<file path="src/design/bhp_pkg.sv">
// ============================================================================
// bhp_pkg: shared definitions for the byte histogram block
// Sizes, operation codes, the queued item type and the state machine types.
// ============================================================================
package bhp_pkg;

    // Histogram sizes.
    localparam int SYMBOLS       = 256;
    localparam int COUNT_BITS    = 32;
    localparam int FRACTION_BITS = 16;

    // Address width of the bin store.
    localparam int SYM_AW = (SYMBOLS > 1) ? $clog2(SYMBOLS) : 1;

    // Percentage scale; 100 fits in SCALE_BITS, and 100 * 2^F stays below 2^QUO_BITS.
    localparam int PCT_SCALE  = 100;
    localparam int SCALE_BITS = 7;
    localparam int QUO_BITS   = SCALE_BITS + FRACTION_BITS;
    localparam int DIVD_BITS  = COUNT_BITS + QUO_BITS;
    localparam int STEP_BITS  = $clog2(QUO_BITS + 1);

    localparam logic [COUNT_BITS-1:0] COUNT_MAX = '1;
    localparam logic [7:0]            DIST_MAX  = 8'hFF;
    localparam logic [QUO_BITS-1:0]   PCT_MAX   = QUO_BITS'(PCT_SCALE) << FRACTION_BITS;

    // Operation codes on the input port.
    localparam logic [1:0] OP_ADD   = 2'd0;
    localparam logic [1:0] OP_QUERY = 2'd1;
    localparam logic [1:0] OP_CLEAR = 2'd2;

    // Item class after decode.
    typedef enum logic [1:0] {
        K_ADD,
        K_QUERY,
        K_CLEAR
    } kind_t;

    // One queued item.
    typedef struct packed {
        kind_t      kind;
        logic [7:0] symbol;
    } item_t;

    // Execution sequencer states.
    typedef enum logic [1:0] {
        ST_IDLE,
        ST_EXEC,
        ST_WAIT
    } back_state_t;

    // Divider states.
    typedef enum logic [1:0] {
        DV_IDLE,
        DV_LOAD,
        DV_RUN,
        DV_DONE
    } div_state_t;

endpackage

</file>
<file path="src/design/bhp_front.sv">
// ============================================================================
// bhp_front: item intake, decode and queue
// Accepts items, classifies the operation code and holds up to two items
// for the execution side.
// ============================================================================
module bhp_front (
    input  logic                 clk,
    input  logic                 rst_n,
    input  logic                 start,
    input  logic [1:0]           operation,
    input  logic [7:0]           symbol,
    output logic                 busy,
    output logic                 item_valid,
    output bhp_pkg::item_t       item,
    input  logic                 pop
);

    bhp_pkg::item_t slot_reg [2];
    logic           wr_ptr_reg;
    logic           rd_ptr_reg;
    logic [1:0]     fill_reg;
    bhp_pkg::kind_t kind;
    logic           push;

    // Classify the operation; the unused code behaves as a query.
    always_comb
    begin
        unique case (operation)
            bhp_pkg::OP_ADD:   kind = bhp_pkg::K_ADD;
            bhp_pkg::OP_CLEAR: kind = bhp_pkg::K_CLEAR;
            default:           kind = bhp_pkg::K_QUERY;
        endcase
    end

    assign busy       = (fill_reg == 2'd2);
    assign push       = start && !busy;
    assign item_valid = (fill_reg != 2'd0);
    assign item       = slot_reg[rd_ptr_reg];

    // Queue storage.
    always_ff @(posedge clk)
    begin
        if (push)
        begin
            slot_reg[wr_ptr_reg] <= '{kind: kind, symbol: symbol};
        end
    end

    // Queue pointers and fill level.
    always_ff @(posedge clk or negedge rst_n)
    begin
        if (!rst_n)
        begin
            wr_ptr_reg <= 1'b0;
            rd_ptr_reg <= 1'b0;
            fill_reg   <= 2'd0;
        end
        else
        begin
            if (push)
            begin
                wr_ptr_reg <= !wr_ptr_reg;
            end
            if (pop)
            begin
                rd_ptr_reg <= !rd_ptr_reg;
            end
            if (push && !pop)
            begin
                fill_reg <= fill_reg + 2'd1;
            end
            else if (pop && !push)
            begin
                fill_reg <= fill_reg - 2'd1;
            end
        end
    end

`ifndef NO_ASSERTIONS
    // The execution side never takes an item from an empty queue.
    assert property (@(posedge clk) disable iff (!rst_n) pop |-> fill_reg != 2'd0)
        else $error("bhp_front: pop from empty queue");
`endif

endmodule

</file>
<file path="config.mk">
export PLATFORM = sky130hd
export DESIGN_NAME = bhp_front
export DESIGN_NICKNAME = d
export VERILOG_FILES = /design/src/design/bhp_pkg.sv /design/src/design/bhp_front.sv
export SDC_FILE = /design/constraint.sdc
export NUM_CORES = 1
export LEC_CHECK = 0
export ABC_AREA = 0
export BUFFER_PORTS_ARGS = -buffer_cell sky130_fd_sc_hd__buf_4
export CORE_UTILIZATION = 50
export DETAILED_ROUTE_END_ITERATION = 8
export GPL_ROUTABILITY_DRIVEN = 0
export PLACE_DENSITY_LB_ADDON = 0.3
export SETUP_SLACK_MARGIN = 0.15
export SLEW_MARGIN = 20
export SYNTH_ARGS = -nofsm -noshare
export SYNTH_HDL_FRONTEND = slang
export SYNTH_SLANG_ARGS = --single-unit
</file>
<file path="constraint.sdc">
create_clock -name clk -period 1.9 [get_ports clk]
set_input_delay 0 -clock clk [delete_from_list [all_inputs] [get_ports clk]]
set_output_delay 0 -clock clk [all_outputs]
set_load 0.005 [all_outputs]
</file>
==> flow_summary.yaml, run 1 <==
power_and_ir_drop:
  total_leakage_power_nw: 0.6007
  ir_drop_mv: 1.046
  power_density_nw_per_um2: 1337
  p_total_mw: 1.852
clock_network:
  cts_buffers: 3
  cts_resized: 0
  cts_buffer_depth: 2
  cts_root_buf: "clkbuf_4"
  h-tree-depth: 1
  clk_pin_slew_ps: 120
  clk_latency_ps: 310
  cts_sinks: 24
  cts_setup_buffers: 0
  cts_tree: "built"
  cts_hold_buf: 13
route:
  drtPass1Iterations: 2
  vias_per_cell: 4.613
  drt_iter0_drc: 5
  drc: 0
  wire_per_inst_um: 13.08
  ant_nets: 0
  vias: 549
  detail_route.wirelength_um: 1556
synth:
  synthTopCellsByArea: "edfxtp_1 61%, mux2_4 14%, dfrtp_1 10%, xor2_1 2.7%, xnor2_2 1.7%"
  ys_seq_area_frac: 0.7125
  synth_area_um2: 983.4
  syn-mean-instance-area_um2: 18.91
  ys_ff_latch: 24
  synth_cell_types: 17
  synthCells: 52
  netlist.area_leader.share: 0.6107
  synth_nets: 67
  ys_warn_count: 0
  synth_top_area_cell: "edfxtp_1"
final_layout:
  finalNonFillerCells: 119
  diodes: 0
  final_cell_mix: "27 x buf_4, 20 x edfxtp_1, 13 x dlygate4sd3_1"
  area_growth_pct: 40.84
  largest_register_ffs: 20
  fin_util: 0.7768
  final_common_cell: "buf_4"
  drive_gt1_frac: 0.4574
  seq_area_um2: 700.7
  multi_input_area_um2: 256.5
  nNetsFinal: 110
  nFillCells: 124
global_routing:
  grt_overflow: 0
  antenna_found_initial: 0
  grt_max_degree: 15
  grt_pass1_vias: 528
  grt_pass1_wl_um: 2339
  track_usage: 0.1706
floorplanning:
  floorplan.initialDensity: 0.5516
  rows: 15
  ios: 26
  dieArea_um2: 2148
  die_x_um: 46.35
  coreArea_um2: 1783
  die_h_um: 46.35
sta:
  max_slew_margin: 0.5794
  timing.fmax_mhz: 624.9
  finalSetupViolations: 0
  tightest_slew_ps: 631.0
  fin_crit_sh: 0.8423
  clock_skew_ps: 4.824
  setup_tns_ps: 0
  timing_hold_violations_final: 0
  rsz0062_at_grt: "no"
  drv_slew: 0
  layout_min_cycle_time_ps: 1600
worst_setup_path:
  endpoint_kind: "output pin"
  critical_path_class: "reg2out"
  critPathMaxFanout: 11
  start_kind: "flip-flop"
  worstPathArrival_ps: 1600
  cp.required_ps: 1900
place:
  dp_cells: 102
  port_buffers: 25
  dp_hpwl_um: 1024
job:
  drv_cap: 0
status:
  outcome: "complete, no violations"
min_path:
  hold_class: "in2reg"
## stage by stage
| step | setup slack [ps] | instance area, µm² | hold WS [ps] |
|---|---|---|---|
| 2_1_floorplan | 464.4 | 983.4 | -295.6 |
| 3_5_place_dp | 492.9 | 1202 | -200.5 |
| 5_1_grt | 221.2 | 1385 | 60.70 |
| 4_1_cts | 281.6 | 1385 | 19.58 |
| 6_report | 299.6 | 1385 | 23.15 |
| 3_3_place_gp | 517.4 | 1202 | -199.8 |
## cell type report
class | count | area share
sequential | 24 | 0.5059
clock buffer | 3 | 0.01626
tap | 25 | 0.02258
multi-input combinational | 23 | 0.1852
clock inverter | 1 | 0.02168
inverter | 3 | 0.008130
timing repair buffer | 40 | 0.2403
## critical path, cell delays in order (launching register included)
cell and delay, ps:
dfrtp_1 770, mux2_1 380, buf_4 140
## where the power goes
part	internal [mW]	switching, mW
registers	0.731	0.127
logic	0.426	0.212
clock network	0.213	0.143
## path summary, 6_finish.rpt
| kind | depth (start not counted) | start | slack [ps] | to |
|---|---|---|---|---|
| worst min-delay path | 2 | operation[1] | 20 | slot_reg[1][9] |
| worst max register to register | 6 | fill_reg[0] | 490 | fill_reg[1] |
| max in group asynchronous | 3 | rst_n | 1160 | rd_ptr_reg |
| worst max-delay path | 2 | rd_ptr_reg | 300 | item[4] |
| worst min register to register | 1 | wr_ptr_reg | 540 | wr_ptr_reg |
| min in group asynchronous | 3 | rst_n | 570 | fill_reg[0] |
## cells by family after synthesis
group                      synth area share
buffers and inverters               0.02671
xor gates and xnor gates            0.05217
and+or+nand+nor                     0.04709
adders and majority gates           0.01272
muxes                                0.1489
DFF                                  0.7125
## per-layer routing
metal,up-vias,track usage,share of wire
li1,268,-,-
met5,-,0,0
met1,261,0.1995,0.39
met3,4,0.02745,0.039
met2,16,0.2750,0.55
met4,0,0.1353,0.027
## synth_stat cells
library cell,instances
nor2b_1,1
xnor2_2,1
mux2_1,1
dfrtp_1,4
xor2_1,3
xnor2_1,1
or2_1,1
nand2b_4,1
mux2_4,9
nor2_1,2
ha_1,1
edfxtp_1,20
clkbuf_1,1
nand2_2,1
and3_1,1
buf_6,1
inv_1,3
Power figures use the tool's default switching activity.
==> inputs of run 2 (changes only) <==
--- a/config.mk
+++ b/config.mk
@@ -7,7 +7,7 @@
 export LEC_CHECK = 0
 export ABC_AREA = 0
 export BUFFER_PORTS_ARGS = -buffer_cell sky130_fd_sc_hd__buf_4
-export CORE_UTILIZATION = 50
+export CORE_UTILIZATION = 45
 export DETAILED_ROUTE_END_ITERATION = 8
 export GPL_ROUTABILITY_DRIVEN = 0
 export PLACE_DENSITY_LB_ADDON = 0.3
==> constraint.sdc (replaced) <==
create_clock -name clk -period 1.4 [get_ports clk]
set_input_delay 0 -clock clk [delete_from_list [all_inputs] [get_ports clk]]
set_output_delay 0 -clock clk [all_outputs]
set_load 0.005 [all_outputs]
==> run 2 against run 1 <==
Clock-buffer cell count unchanged. Core utilization down 1.6 points. Via count up 7.1%. Critical path depth up 5. Register-to-register slack worse by 400 ps. Total power up 49%. Global-route usage down 2.2 points. Clock skew up 0.74 ps. Flip-flop and latch count unchanged. Die area up 11%. Largest power group is now combinational cells.
==> flow_summary.yaml, run 2 (synthesis gave the netlist of run 1 again) <==
final_layout:
  diodes: 0
  largest_register_ffs: 20
  final_common_cell: "buf_4"
  design_area_um2: 1523
  nFillCells: 129
  area_growth_pct: 54.83
  drive_gt1_frac: 0.5490
  nNetsFinal: 118
  final_cell_mix: "22 x buf_4, 20 x edfxtp_1, 12 x dlygate4sd3_1, 12 x buf_6, 10 x mux2_4"
  finalNonFillerCells: 129
  multi_input_area_um2: 290.3
  seq_area_um2: 700.7
power_and_ir_drop:
  seq_power_share: 0.395
  internal-power_mw: 1.997
  pwr-share-comb: 0.498
  total_leakage_power_nw: 0.6535
  swShare: 0.2743
  netSwitchingPower_mw: 0.7548
  power_density_nw_per_um2: 1807
  ir_drop_mv: 1.257
  p_clk_frac: 0.107
  p_total_mw: 2.751
global_routing:
  grt_pass1_wl_um: 2635
  antenna_found_initial: 0
  grt_max_degree: 14
  grt_overflow: 0
  track_usage: 0.1482
  grt_pass1_vias: 608
floorplanning:
  die_h_um: 48.75
  ios: 26
  floorplan.initialDensity: 0.4912
  coreArea_um2: 2002
  rows: 16
  die_x_um: 48.75
  dieArea_um2: 2377
worst_setup_path:
  cp_num_cells: 7
  slowest_stage: "dfrtp_1"
  critical_path_class: "reg2reg"
  timing.rr.start: "fill_reg[0]"
  crit_chain: "nand2b_4 > nand2_4 > inv_2 > ha_4 > xor2_1 > nor2_1 > xor2_1"
  cp.required_ps: 1630
  max_stage_delay_ps: 400
  crit_start: "fill_reg[0]"
  start_kind: "flip-flop"
  worstPathArrival_ps: 1540
  path_buf_inv: 1
  critPathMaxFanout: 2
  r2r_cells: 7
  cp-endpoint: "fill_reg[1]"
  cpMostUsedCell: "xor2_1"
  reg2reg_to: "fill_reg[1]"
  rrSetupSlack_ps: 90
  crit_family: "flip-flops"
  endpoint_kind: "flip-flop"
clock_network:
  cts_buffers: 3
  cts_root_buf: "clkbuf_4"
  cts_buffer_depth: 2
  cts_sinks: 24
  cts_tree: "built"
  clk_pin_slew_ps: 120
  h-tree-depth: 1
  clk_latency_ps: 300
sta:
  layout_min_cycle_time_ps: 1313
  timing_hold_violations_final: 0
  max_slew_margin: 0.8552
  finalSetupViolations: 0
  drv_slew: 0
  rsz0062_at_grt: "yes"
  fin_crit_sh: 0.9376
  clock_skew_ps: 5.560
  timing.fmax_mhz: 761.8
  setup_tns_ps: 0
  tightest_slew_ps: 217.2
status:
  outcome: "complete, no violations"
route:
  ant_nets: 0
  drtPass1Iterations: 2
  detail_route.wirelength_um: 1598
  vias_per_cell: 4.558
  wire_per_inst_um: 12.39
  drc: 0
  drt_iter0_drc: 4
  vias: 588
min_path:
  hold_class: "in2reg"
place:
  port_buffers: 25
  dp_cells: 107
  placed_area_um2: 1272
job:
  drv_cap: 0
[run 2: cell count changes in the layout (fill, tap and decap cells not counted), sizes merged]
cell and change:
buf +9, bufinv -1, clkinv +1, dlygate4sd3 -1
[run 2: power groups by stage]
stage | registers [mW] | logic, mW | clock network (mW)
2_1_floorplan | 1.09 | 0.604 | 0
4_1_cts | 1.08 | 1.27 | 0.300
6_report | 1.09 | 1.37 | 0.293
3_3_place_gp | 1.08 | 1.07 | 0
3_5_place_dp | 1.09 | 1.08 | 0
5_1_grt | 1.11 | 1.46 | 0.322
[run 2: layout make-up]
type / instances / area share
clock buffer: 3 / 0.01479
clock inverter: 1 / 0.002465
inverter: 3 / 0.007395
multi-input combinational: 23 / 0.1906
sequential: 24 / 0.4601
tap: 27 / 0.02219
timing repair buffer: 48 / 0.3024
[run 2: per-stage QoR]
step,hold WS [ps],util,worst slack (ps)
after floorplan,-295.6,-,125.6
after global placement,-200.1,0.6356,168.6
after detailed placement,-198.7,0.6356,88.74
after CTS,4.756,0.7356,94.16
after global routing,55.49,0.7606,3.272
final,38.15,0.7606,87.36
[run 2: timing repair]
item,in CTS,in global routing
pin swaps,3,0
endpoints found under the setup margin,11,31
endpoints found under the hold margin,25,2
buffers inserted,4,2
hold buffers,11,1
resized for setup,9,6
[run 2: per-layer routing]
layer | GRT usage | share of wire | vias up
met3 | 0.03459 | 0.039 | 0
met2 | 0.2685 | 0.53 | 17
li1 | - | - | 285
met1 | 0.1726 | 0.43 | 286
met5 | 0 | 0 | -
met4 | 0.04412 | 0 | 0
[run 2: worst min path at each step]
stage	start	to	slack (ps)	depth (start not counted)
4_1_cts	rst_n	wr_ptr_reg	5	2
6_report	operation[1]	slot_reg[1][9]	40	2
5_1_grt	operation[1]	slot_reg[1][9]	60	2
2_1_floorplan	rst_n	fill_reg[0]	-300	0
3_5_place_dp	rst_n	wr_ptr_reg	-200	1
3_3_place_gp	rst_n	wr_ptr_reg	-200	1
==> inputs of run 3 (changes only) <==
--- a/config.mk
+++ b/config.mk
@@ -6,9 +6,10 @@
 export NUM_CORES = 1
 export LEC_CHECK = 0
 export ABC_AREA = 0
-export BUFFER_PORTS_ARGS = -buffer_cell sky130_fd_sc_hd__buf_4
-export CORE_UTILIZATION = 45
+export CORE_UTILIZATION = 53
+export CTS_CLUSTER_DIAMETER = 50
 export DETAILED_ROUTE_END_ITERATION = 8
+export DONT_BUFFER_PORTS = 1
 export GPL_ROUTABILITY_DRIVEN = 0
 export PLACE_DENSITY_LB_ADDON = 0.3
 export SETUP_SLACK_MARGIN = 0.15
==> run 3 against run 2 <==
Sequential power barely moved. Global-route usage is 1.5 points higher. Routed wire length fell by 0.56%. Clock skew decreased by 0.73 ps. Final area down 15%. Largest power group is now sequential cells. Maximum frequency is 3.8% lower. Total power down 8.9%. Highest routed layer is now met4.
==> flow_summary.yaml, run 3 (synthesis gave the netlist of run 1 again) <==
floorplanning:
  coreArea_um2: 1727
  ios: 26
  floorplan.initialDensity: 0.5696
  die_h_um: 45.08
  rows: 15
  die_x_um: 45.08
  dieArea_um2: 2032
clock_network:
  cts_sinks: 24
  clk_latency_ps: 300
  clk_pin_slew_ps: 130
  cts_buffers: 3
  cts_root_buf: "clkbuf_4"
  cts_tree: "built"
  h-tree-depth: 1
  cts_buffer_depth: 2
route:
  drt_iter0_drc: 15
  vias_per_cell: 4.990
  ant_nets: 0
  vias: 514
  detail_route.wirelength_um: 1589
  drc: 0
  wire_per_inst_um: 15.43
  drtPass1Iterations: 4
global_routing:
  grt_pass1_vias: 520
  grt_overflow: 0
  track_usage: 0.1629
  grt_max_degree: 15
  antenna_found_initial: 0
  grt_pass1_wl_um: 2201
sta:
  fin_crit_sh: 0.9750
  tightest_slew_ps: 221.5
  timing_hold_violations_final: 0
  rsz0062_at_grt: "yes"
  drv_slew: 0
  max_slew_margin: 0.8523
  worst_slack_ps: 34.95
  clock_skew_ps: 4.833
  setup_tns_ps: 0
  finalSetupViolations: 0
  timing.fmax_mhz: 732.6
  layout_min_cycle_time_ps: 1365
final_layout:
  fin_util: 0.7536
  finalNonFillerCells: 103
  drive_gt1_frac: 0.3846
  final_common_cell: "edfxtp_1"
  largest_register_ffs: 20
  area_growth_pct: 32.32
  nNetsFinal: 94
  final_cell_mix: "20 x edfxtp_1, 14 x dlygate4sd3_1, 9 x mux2_4"
  diodes: 0
  design_area_um2: 1301
power_and_ir_drop:
  internal-power_mw: 1.814
  swShare: 0.2765
  ir_drop_mv: 1.342
  netSwitchingPower_mw: 0.6932
  power_density_nw_per_um2: 1926
  total_leakage_power_nw: 0.5258
  p_clk_frac: 0.193
  seq_power_share: 0.437
  pwr-share-comb: 0.371
worst_setup_path:
  endpoint_kind: "flip-flop"
  critical_path_class: "reg2reg"
  start_kind: "flip-flop"
  worstPathArrival_ps: 1580
  rrSetupSlack_ps: 30
  reg2reg_to: "fill_reg[1]"
  cp.required_ps: 1620
  r2r_cells: 7
  critPathMaxFanout: 3
  timing.rr.start: "fill_reg[0]"
min_path:
  hold_path_end: "slot_reg[1][4]"
  holdPathStages: 2
  min_from: "start"
  hold_class: "in2reg"
place:
  port_buffers: 0
  dp_hpwl_um: 1014
  placed_area_um2: 1072
  dp_cells: 82
  place_ws_ps: 49.17
status:
  outcome: "complete, no violations"
job:
  drv_cap: 0
==> run 3: cell count changes in the layout (fill, tap and decap cells not counted), sizes merged <==
cell         delta
buf            -26
dlygate4sd3     +2
bufinv          +1
clkinv          -1
==> run 3: worst max path at each step <==
stage	from	to	slack [ps]
5_1_grt	fill_reg[0]	fill_reg[1]	7
3_3_place_gp	fill_reg[0]	fill_reg[1]	150
2_1_floorplan	fill_reg[0]	fill_reg[1]	130
4_1_cts	fill_reg[0]	fill_reg[1]	50
3_5_place_dp	fill_reg[0]	fill_reg[1]	50
6_report	fill_reg[0]	fill_reg[1]	30
==> run 3: worst max-delay path, stage by stage, from the launching register on <==
cell and delay (ps):
dfrtp_1 420, nand2b_4 170, nand2_4 70, inv_2 40, ha_4 150, xor2_1 130
nor2_1 100, xor2_1 190
==> run 3: power by group through the flow <==
stage / Sequential (mW) / Clock [mW] / Combinational [mW]
6_report: 1.09 / 0.483 / 0.930
3_3_place_gp: 1.09 / 0 / 0.777
5_1_grt: 1.11 / 0.508 / 0.989
4_1_cts: 1.08 / 0.492 / 0.862
3_5_place_dp: 1.10 / 0 / 0.812
2_1_floorplan: 1.09 / 0 / 0.604
==> run 3: cell type report <==
cell class | instances | area [µm²]
Clock buffer | 3 | 22.52
Clock inverter | 1 | 30.03
Fill cell | 114 | 425.4
Inverter | 3 | 11.26
Multi-Input combinational cell | 23 | 281.5
Sequential cell | 24 | 701.9
Tap cell | 25 | 31.28
Timing Repair Buffer | 24 | 222.7
==> run 3: through the flow <==
step | hold WS [ps] | power, mW
after detailed placement | -295.5 | 1.913
after floorplan | -295.6 | 1.693
final | 136.0 | 2.507
after global placement | -295.5 | 1.863
after global routing | 138.4 | 2.606
after CTS | 124.2 | 2.438
==> run 3: what timing repair did <==
item	CTS	global route
gates resized for setup	0	4
hold buffers	14	0
hold endpoints to repair	27	0
buffers inserted	1	2
cloned	0	0
pin swaps	2	1
endpoints found under the setup margin	1	11
==> run 3: per-layer routing <==
metal	share of wire	routed length, µm	GRT usage	vias to the layer above
met1	0.40	629	0.1699	253
li1	-	-	-	236
met2	0.54	861	0.2986	19
met5	0	0	0	-
met3	0.031	50	0.01200	6
met4	0.030	48	0.1273	0
